`config.mk`:
```
export PLATFORM = sky130hd
export DESIGN_NAME = rvex_front
export DESIGN_NICKNAME = d
export VERILOG_FILES = /design/src/rtl/rv64i_execute_unit_assert.svh /design/src/rtl/rvex_pkg.sv /design/src/rtl/rvex_front.sv
export SDC_FILE = /design/constraint.sdc
export NUM_CORES = 1
export LEC_CHECK = 0
export BUFFER_PORTS_ARGS = -buffer_cell sky130_fd_sc_hd__buf_2
export CAP_MARGIN = 20
export CORE_MARGIN = 8
export CORE_UTILIZATION = 35
export CTS_BUF_LIST = sky130_fd_sc_hd__clkbuf_4 sky130_fd_sc_hd__clkbuf_8
export CTS_CLUSTER_DIAMETER = 100
export CTS_CLUSTER_SIZE = 16
export DETAILED_ROUTE_END_ITERATION = 8
export PLACE_DENSITY = 0.52
export SLEW_MARGIN = 20
export SYNTH_ARGS = -nofsm -noshare
export SYNTH_HDL_FRONTEND = slang
export SYNTH_SLANG_ARGS = --single-unit
```
`constraint.sdc`:
```
create_clock -name clk -period 11.3 [get_ports clk]
set_clock_uncertainty 0.05 [all_clocks]
set_input_delay 2.26 -clock clk [delete_from_list [all_inputs] [get_ports clk]]
set_output_delay 2.26 -clock clk [all_outputs]
set_load 0.01 [all_outputs]
```
`src/rtl/rv64i_execute_unit_assert.svh`:
```
// ----------------------------------------------------------------------------
// rv64i_execute_unit_assert.svh
// Assertion macros for the execute unit back end (rvex_back).
// ----------------------------------------------------------------------------
`ifndef RV64I_EXECUTE_UNIT_ASSERT_SVH
`define RV64I_EXECUTE_UNIT_ASSERT_SVH

// Same-cycle implication, clocked on clk, off during reset.
`define RVEX_ASSERT_SAME(label, ante, cons, msg) \
    label: assert property (@(posedge clk) disable iff (!rst_n) (ante) |-> (cons)) \
        else $error(msg);

// Next-cycle implication, clocked on clk, off during reset.
`define RVEX_ASSERT_NEXT(label, ante, cons, msg) \
    label: assert property (@(posedge clk) disable iff (!rst_n) (ante) |=> (cons)) \
        else $error(msg);

`endif

```
`src/rtl/rvex_pkg.sv`:
```
// ----------------------------------------------------------------------------
// rvex_pkg
// Types, opcodes and decode helpers for the RV64I execute unit.
// ----------------------------------------------------------------------------
`default_nettype none

package rvex_pkg;

    localparam int MEM_BYTES_DEF = 65536;

    localparam logic [6:0] OPC_OP     = 7'h33;
    localparam logic [6:0] OPC_OPIMM  = 7'h13;
    localparam logic [6:0] OPC_LOAD   = 7'h03;
    localparam logic [6:0] OPC_STORE  = 7'h23;
    localparam logic [6:0] OPC_LUI    = 7'h37;
    localparam logic [6:0] OPC_AUIPC  = 7'h17;
    localparam logic [6:0] OPC_JAL    = 7'h6f;
    localparam logic [6:0] OPC_JALR   = 7'h67;
    localparam logic [6:0] OPC_BRANCH = 7'h63;

    localparam logic [6:0] F7_BASE = 7'h00;
    localparam logic [6:0] F7_ALT  = 7'h20;
    localparam logic [5:0] F6_SRL  = 6'h00;
    localparam logic [5:0] F6_SRA  = 6'h10;

    localparam logic [2:0] F3_ADD  = 3'd0;
    localparam logic [2:0] F3_SLL  = 3'd1;
    localparam logic [2:0] F3_SLT  = 3'd2;
    localparam logic [2:0] F3_SLTU = 3'd3;
    localparam logic [2:0] F3_XOR  = 3'd4;
    localparam logic [2:0] F3_SR   = 3'd5;
    localparam logic [2:0] F3_OR   = 3'd6;
    localparam logic [2:0] F3_AND  = 3'd7;

    localparam logic [2:0] F3_BEQ  = 3'd0;
    localparam logic [2:0] F3_BNE  = 3'd1;
    localparam logic [2:0] F3_BLT  = 3'd4;
    localparam logic [2:0] F3_BGE  = 3'd5;
    localparam logic [2:0] F3_BLTU = 3'd6;
    localparam logic [2:0] F3_BGEU = 3'd7;

    localparam logic [2:0] F3_LB   = 3'd0;
    localparam logic [2:0] F3_LH   = 3'd1;
    localparam logic [2:0] F3_LW   = 3'd2;
    localparam logic [2:0] F3_LD   = 3'd3;
    localparam logic [2:0] F3_LBU  = 3'd4;
    localparam logic [2:0] F3_LHU  = 3'd5;
    localparam logic [2:0] F3_LWU  = 3'd6;
    localparam logic [2:0] F3_JALR = 3'd0;

    typedef enum logic [3:0] {
        KIND_ALU, KIND_LOAD, KIND_STORE, KIND_LUI, KIND_AUIPC,
        KIND_JAL, KIND_JALR, KIND_BRANCH, KIND_BAD
    } kind_t;

    typedef enum logic [3:0] {
        ALU_ADD, ALU_SUB, ALU_SLL, ALU_SLT, ALU_SLTU,
        ALU_XOR, ALU_SRL, ALU_SRA, ALU_OR, ALU_AND
    } alu_t;

    typedef enum logic [1:0] {
        ST_CLEAR, ST_READ, ST_EXEC, ST_WB
    } state_t;

    typedef struct packed {
        kind_t       kind;
        alu_t        alu;
        logic        use_imm;
        logic [63:0] imm;
        logic [2:0]  f3;
        logic [4:0]  rd;
        logic [4:0]  rs1;
        logic [4:0]  rs2;
    } dec_t;

    typedef struct packed {
        logic avail;
        dec_t head;
    } q_head_t;

    typedef struct packed {
        logic pop;
        logic clearing;
    } back_ctl_t;

    function automatic alu_t base_alu(input logic [2:0] f3);
        alu_t r;
        unique case (f3)
            F3_ADD:  r = ALU_ADD;
            F3_SLL:  r = ALU_SLL;
            F3_SLT:  r = ALU_SLT;
            F3_SLTU: r = ALU_SLTU;
            F3_XOR:  r = ALU_XOR;
            F3_SR:   r = ALU_SRL;
            F3_OR:   r = ALU_OR;
            default: r = ALU_AND;
        endcase
        return r;
    endfunction

endpackage

`default_nettype wire

```
`src/rtl/rvex_front.sv`:
```
// ----------------------------------------------------------------------------
// rvex_front
// Accepts instruction words, decodes them and queues them (two entries).
// ----------------------------------------------------------------------------
`default_nettype none

module rvex_front (
    input  logic                clk,
    input  logic                rst_n,
    input  logic                in_valid,
    output logic                in_stall,
    input  logic [31:0]         instr_word,
    output rvex_pkg::q_head_t   q_head,
    input  rvex_pkg::back_ctl_t back_ctl
);

    import rvex_pkg::*;

    logic [6:0]  op;
    logic [2:0]  f3;
    logic [6:0]  f7;
    logic [5:0]  f6;
    logic [63:0] imm_i;
    logic [63:0] imm_s;
    logic [63:0] imm_b;
    logic [63:0] imm_j;
    logic [63:0] imm_u;
    dec_t        d;

    dec_t        q_reg [2];
    logic        wr_ptr_reg;
    logic        rd_ptr_reg;
    logic [1:0]  cnt_reg;
    logic        push;
    logic        pop;

    assign op = instr_word[6:0];
    assign f3 = instr_word[14:12];
    assign f7 = instr_word[31:25];
    assign f6 = instr_word[31:26];

    assign imm_i = {{52{instr_word[31]}}, instr_word[31:20]};
    assign imm_s = {{52{instr_word[31]}}, instr_word[31:25], instr_word[11:7]};
    assign imm_b = {{51{instr_word[31]}}, instr_word[31], instr_word[7],
                    instr_word[30:25], instr_word[11:8], 1'b0};
    assign imm_j = {{43{instr_word[31]}}, instr_word[31], instr_word[19:12],
                    instr_word[20], instr_word[30:21], 1'b0};
    assign imm_u = {{32{instr_word[31]}}, instr_word[31:12], 12'b0};

    always_comb
    begin
        d         = '0;
        d.kind    = KIND_BAD;
        d.alu     = ALU_ADD;
        d.use_imm = 1'b0;
        d.imm     = imm_i;
        d.f3      = f3;
        d.rd      = instr_word[11:7];
        d.rs1     = instr_word[19:15];
        d.rs2     = instr_word[24:20];
        unique case (op)
            OPC_OP:
            begin
                d.kind = KIND_ALU;
                priority if (f7 == F7_BASE)
                    d.alu = base_alu(f3);
                else if (f7 == F7_ALT && f3 == F3_ADD)
                    d.alu = ALU_SUB;
                else if (f7 == F7_ALT && f3 == F3_SR)
                    d.alu = ALU_SRA;
                else
                    d.kind = KIND_BAD;
            end
            OPC_OPIMM:
            begin
                d.kind    = KIND_ALU;
                d.use_imm = 1'b1;
                priority if (f3 == F3_SLL)
                begin
                    if (f6 == F6_SRL)
                        d.alu = ALU_SLL;
                    else
                        d.kind = KIND_BAD;
                end
                else if (f3 == F3_SR)
                begin
                    priority if (f6 == F6_SRL)
                        d.alu = ALU_SRL;
                    else if (f6 == F6_SRA)
                        d.alu = ALU_SRA;
                    else
                        d.kind = KIND_BAD;
                end
                else
                    d.alu = base_alu(f3);
            end
            OPC_LOAD:
            begin
                if (f3 != F3_AND)
                    d.kind = KIND_LOAD;
            end
            OPC_STORE:
            begin
                d.imm = imm_s;
                if (!f3[2])
                    d.kind = KIND_STORE;
            end
            OPC_LUI:
            begin
                d.kind = KIND_LUI;
                d.imm  = imm_u;
            end
            OPC_AUIPC:
            begin
                d.kind = KIND_AUIPC;
                d.imm  = imm_u;
            end
            OPC_JAL:
            begin
                d.kind = KIND_JAL;
                d.imm  = imm_j;
            end
            OPC_JALR:
            begin
                if (f3 == F3_JALR)
                    d.kind = KIND_JALR;
            end
            OPC_BRANCH:
            begin
                d.imm = imm_b;
                if (f3 != F3_SLT && f3 != F3_SLTU)
                    d.kind = KIND_BRANCH;
            end
            default:
            begin
                d.kind = KIND_BAD;
            end
        endcase
    end

    assign in_stall = (cnt_reg == 2'd2) || back_ctl.clearing;
    assign push     = in_valid && !in_stall;
    assign pop      = back_ctl.pop && (cnt_reg != 2'd0);

    always_ff @(posedge clk or negedge rst_n)
    begin
        if (!rst_n)
        begin
            wr_ptr_reg <= 1'b0;
            rd_ptr_reg <= 1'b0;
            cnt_reg    <= 2'd0;
        end
        else
        begin
            if (push)
                wr_ptr_reg <= !wr_ptr_reg;
            if (pop)
                rd_ptr_reg <= !rd_ptr_reg;
            cnt_reg <= cnt_reg + 2'(push) - 2'(pop);
        end
    end

    always_ff @(posedge clk)
    begin
        if (push)
            q_reg[wr_ptr_reg] <= d;
    end

    assign q_head.avail = (cnt_reg != 2'd0);
    assign q_head.head  = q_reg[rd_ptr_reg];

endmodule

`default_nettype wire

```
==> metrics.txt <==
share of cells above drive strength 1=48.7%; maximum number of pins on one net before global-route repair=60; shortest clock period the worst path allows after layout=5050 ps; number of buffers inserted during clock tree synthesis=17; most common cell after layout, fill and taps aside=sky130_fd_sc_hd__buf_2; post-synthesis sequential element count=122; Critical Path, Cell by Cell=buf_2 > a21oi_1 > inv_1 > buf_2; area of the placeable core=15700 sq um; per-cell routed wire length=17.7 um; quantity of gates resized following cts=0; run status=completed; Die H=141 um; insertion delay of the later-clocked pin in the worst-skew pair=420 ps; transition time at the pin with the least slew margin=890 ps; fin nets=504; number of cell rows=46; drt pass-1 iters=4; Leakage=2.47 nW; Max Freq=198 MHz; layout-stage area growth over the synthesis result=17.6%; DRC violations left=0; Reg2Reg Capture Point=q_reg[0][7]; total standard cell area after synthesis=5510 sq um; Syn Area/Cell=15.1 sq um; flop2flop setup slack=9220 ps; root buffer selected by CTS=sky130_fd_sc_hd__clkbuf_8; DR WL met2=6150 um; Main synth FF type=sky130_fd_sc_hd__edfxtp_1; startpoint of the worst-slack reg-to-reg timing path=cnt_reg[0]; library cell occupying the most area in the post-synthesis netlist=sky130_fd_sc_hd__edfxtp_1; most used cells in the layout excluding fill and tap cells=sky130_fd_sc_hd__buf_2, sky130_fd_sc_hd__edfxtp_1, sky130_fd_sc_hd__mux2_2, sky130_fd_sc_hd__a21o_1, sky130_fd_sc_hd__clkbuf_8; startpoint of the worst hold path=cnt_reg[1]; number of cells traversed by the worst register-to-register path=5; effective utilization at floorplan=35.2%; crit start category=input port; Worst Hold Path EP=cnt_reg[1]; total length of routed wires=12300 um; violation count after the first detailed-routing iteration=168; clock transition at the register clock pins on the worst setup and hold paths after CTS=70 ps; max reg flops=118; number of distinct library cells after synthesis=51; part of the total power dissipated in sequential elements=44.0%; gpl congestion=0.792; number of sinks handled by clock tree synthesis=122; io pins=130; final setup fails=0; number of cells in the finished layout apart from fillers=694; fraction of post-synthesis cell area in the top cell type by area=64.3%; total grt overflow=0; CTS tree=done; placed instance count=662; cts-stage hold buffer count=0; type of the setup path with the least slack=in2out; wire length of the first global-routing pass=19100 um; Detailed Place HPWL=8170 um; GR Util All Layers=12.7%; Syn Inst Count=365; fraction of registers with async set/reset=3.28%; level count of the clock H-tree=4; crit path launch=back_ctl[0]; cells taking the most area after synthesis=sky130_fd_sc_hd__edfxtp_1, sky130_fd_sc_hd__mux2_2, sky130_fd_sc_hd__buf_4; maximum buffer depth of the clock tree=2; DR WL met3=714 um; part of the total power dissipated in combinational logic=30.6%; number of violations of the max-capacitance limit=0; sequential-to-total area share from yosys stat=66.1%; arrival time reported for the critical path endpoint=2740 ps; largest fanout of any net on the critical path=3; critical path data required time=8990 ps; vias in the first global route=3396; chip width=141 um; warnings from Yosys=0; Worst Hold Class=reg2reg; number of enable flip-flop cells after synthesis=118; post-CTS setup-driven buffer insertion count=0; initial antenna violation count=0; Int Power=928 uW; detailed-route wire length on metal 1=5280 um; most frequent cell on the critical path=sky130_fd_sc_hd__buf_2; die footprint=20000 sq um; uppermost routed layer=met4; switching portion of total power=31.5%; areal power density over the cells=209 nW/um^2; Avg Vias per Cell=4.63; Max VDD drop=95.0 uV; total of buffers placed on input and output ports=129; unrepaired setup endpoints after global routing=false; vias=3213; Total Neg Setup Slack=0 ps; Switch Pwr=427 uW; master of the slowest instance on the critical path=sky130_fd_sc_hd__a21oi_1; antenna cells=0; clock group share of total power=25.4%; final cycle utilization of the critical path=44.7%; nets in the synthesized netlist=404; number of stages on the worst hold path=1; Final Max Slew Viols=0; highest cell delay on the worst timing path=190 ps; crit path capture type=primary output; ANT nets after route=0; count of final hold-check violations=0; worst slew margin relative to its limit=40.4%
## per-stage QoR
| stage | cell area, sq um | setup WS, ps | utilization, % | power, mW | hold WS (ps) |
|---|---|---|---|---|---|
| 2_1_floorplan | 5510 | 5740 | - | 0.910 | 410 |
| 5_1_grt | 6480 | 6190 | 41.4 | 1.43 | 504 |
| 6_report | 6480 | 6250 | 41.4 | 1.36 | 468 |
| 3_3_place_gp | 6130 | 6270 | 39.2 | 1.03 | 446 |
| 3_5_place_dp | 6130 | 6260 | 39.2 | 1.04 | 452 |
| 4_1_cts | 6480 | 6260 | 41.4 | 1.39 | 465 |
## cells in the mapped netlist (6+ instances only)
master / instances
sky130_fd_sc_hd__clkbuf_1: 9
sky130_fd_sc_hd__nor2_1: 8
sky130_fd_sc_hd__nor2b_1: 6
sky130_fd_sc_hd__nand2_1: 16
sky130_fd_sc_hd__buf_4: 32
sky130_fd_sc_hd__a21o_1: 20
sky130_fd_sc_hd__nand3_1: 11
sky130_fd_sc_hd__mux2_2: 59
sky130_fd_sc_hd__and2_1: 6
sky130_fd_sc_hd__edfxtp_1: 118
## worst max-delay path by stage
| stage | endpoint | slack, ps | depth (start not counted) |
|---|---|---|---|
| after floorplan | q_reg[0][0] | 5740 | 3 |
| after global placement | in_stall | 6270 | 4 |
| after detailed placement | in_stall | 6260 | 4 |
| after CTS | in_stall | 6260 | 4 |
| after global routing | in_stall | 6190 | 4 |
| final | in_stall | 6250 | 4 |
## worst max-delay path: cells and delay by family
family | cells | cell delay, ps
buffers and inverters | 3 | 290
AO/OA/AOI/OAI | 1 | 190
## cell type report
cell class / instances / area, sq um
clock buffer: 19 / 249
clock inverter: 13 / 105
fill: 1534 / 9170
inverter: 5 / 18.8
multi-input combinational: 187 / 1530
sequential: 122 / 3640
tap: 216 / 270
timing repair buffer: 132 / 668
## logic make-up after synthesis
kind of cell / after synthesis / share of synthesized area, %
fa+ha+maj: 2 / 0.454
buf+inv: 56 / 6.33
compound gates: 43 / 5.77
flops: 122 / 66.1
xor+xnor: 7 / 1.11
simple gates: 75 / 7.99
mux: 60 / 12.2
## layer usage
layer / up-vias / GRT usage (%)
met5: - / 0
met4: 0 / 3.90
met3: 14 / 5.24
met2: 92 / 21.5
met1: 1570 / 14.3
li1: 1537 / -
## power groups by stage
stage | Combinational, mW | Sequential [mW] | Clock [mW]
after floorplan | 0.325 | 0.585 | 0
after global placement | 0.426 | 0.605 | 0
after detailed placement | 0.428 | 0.608 | 0
after CTS | 0.430 | 0.597 | 0.359
after global routing | 0.453 | 0.603 | 0.377
final | 0.415 | 0.596 | 0.345
(Power assumes the default switching activity.)
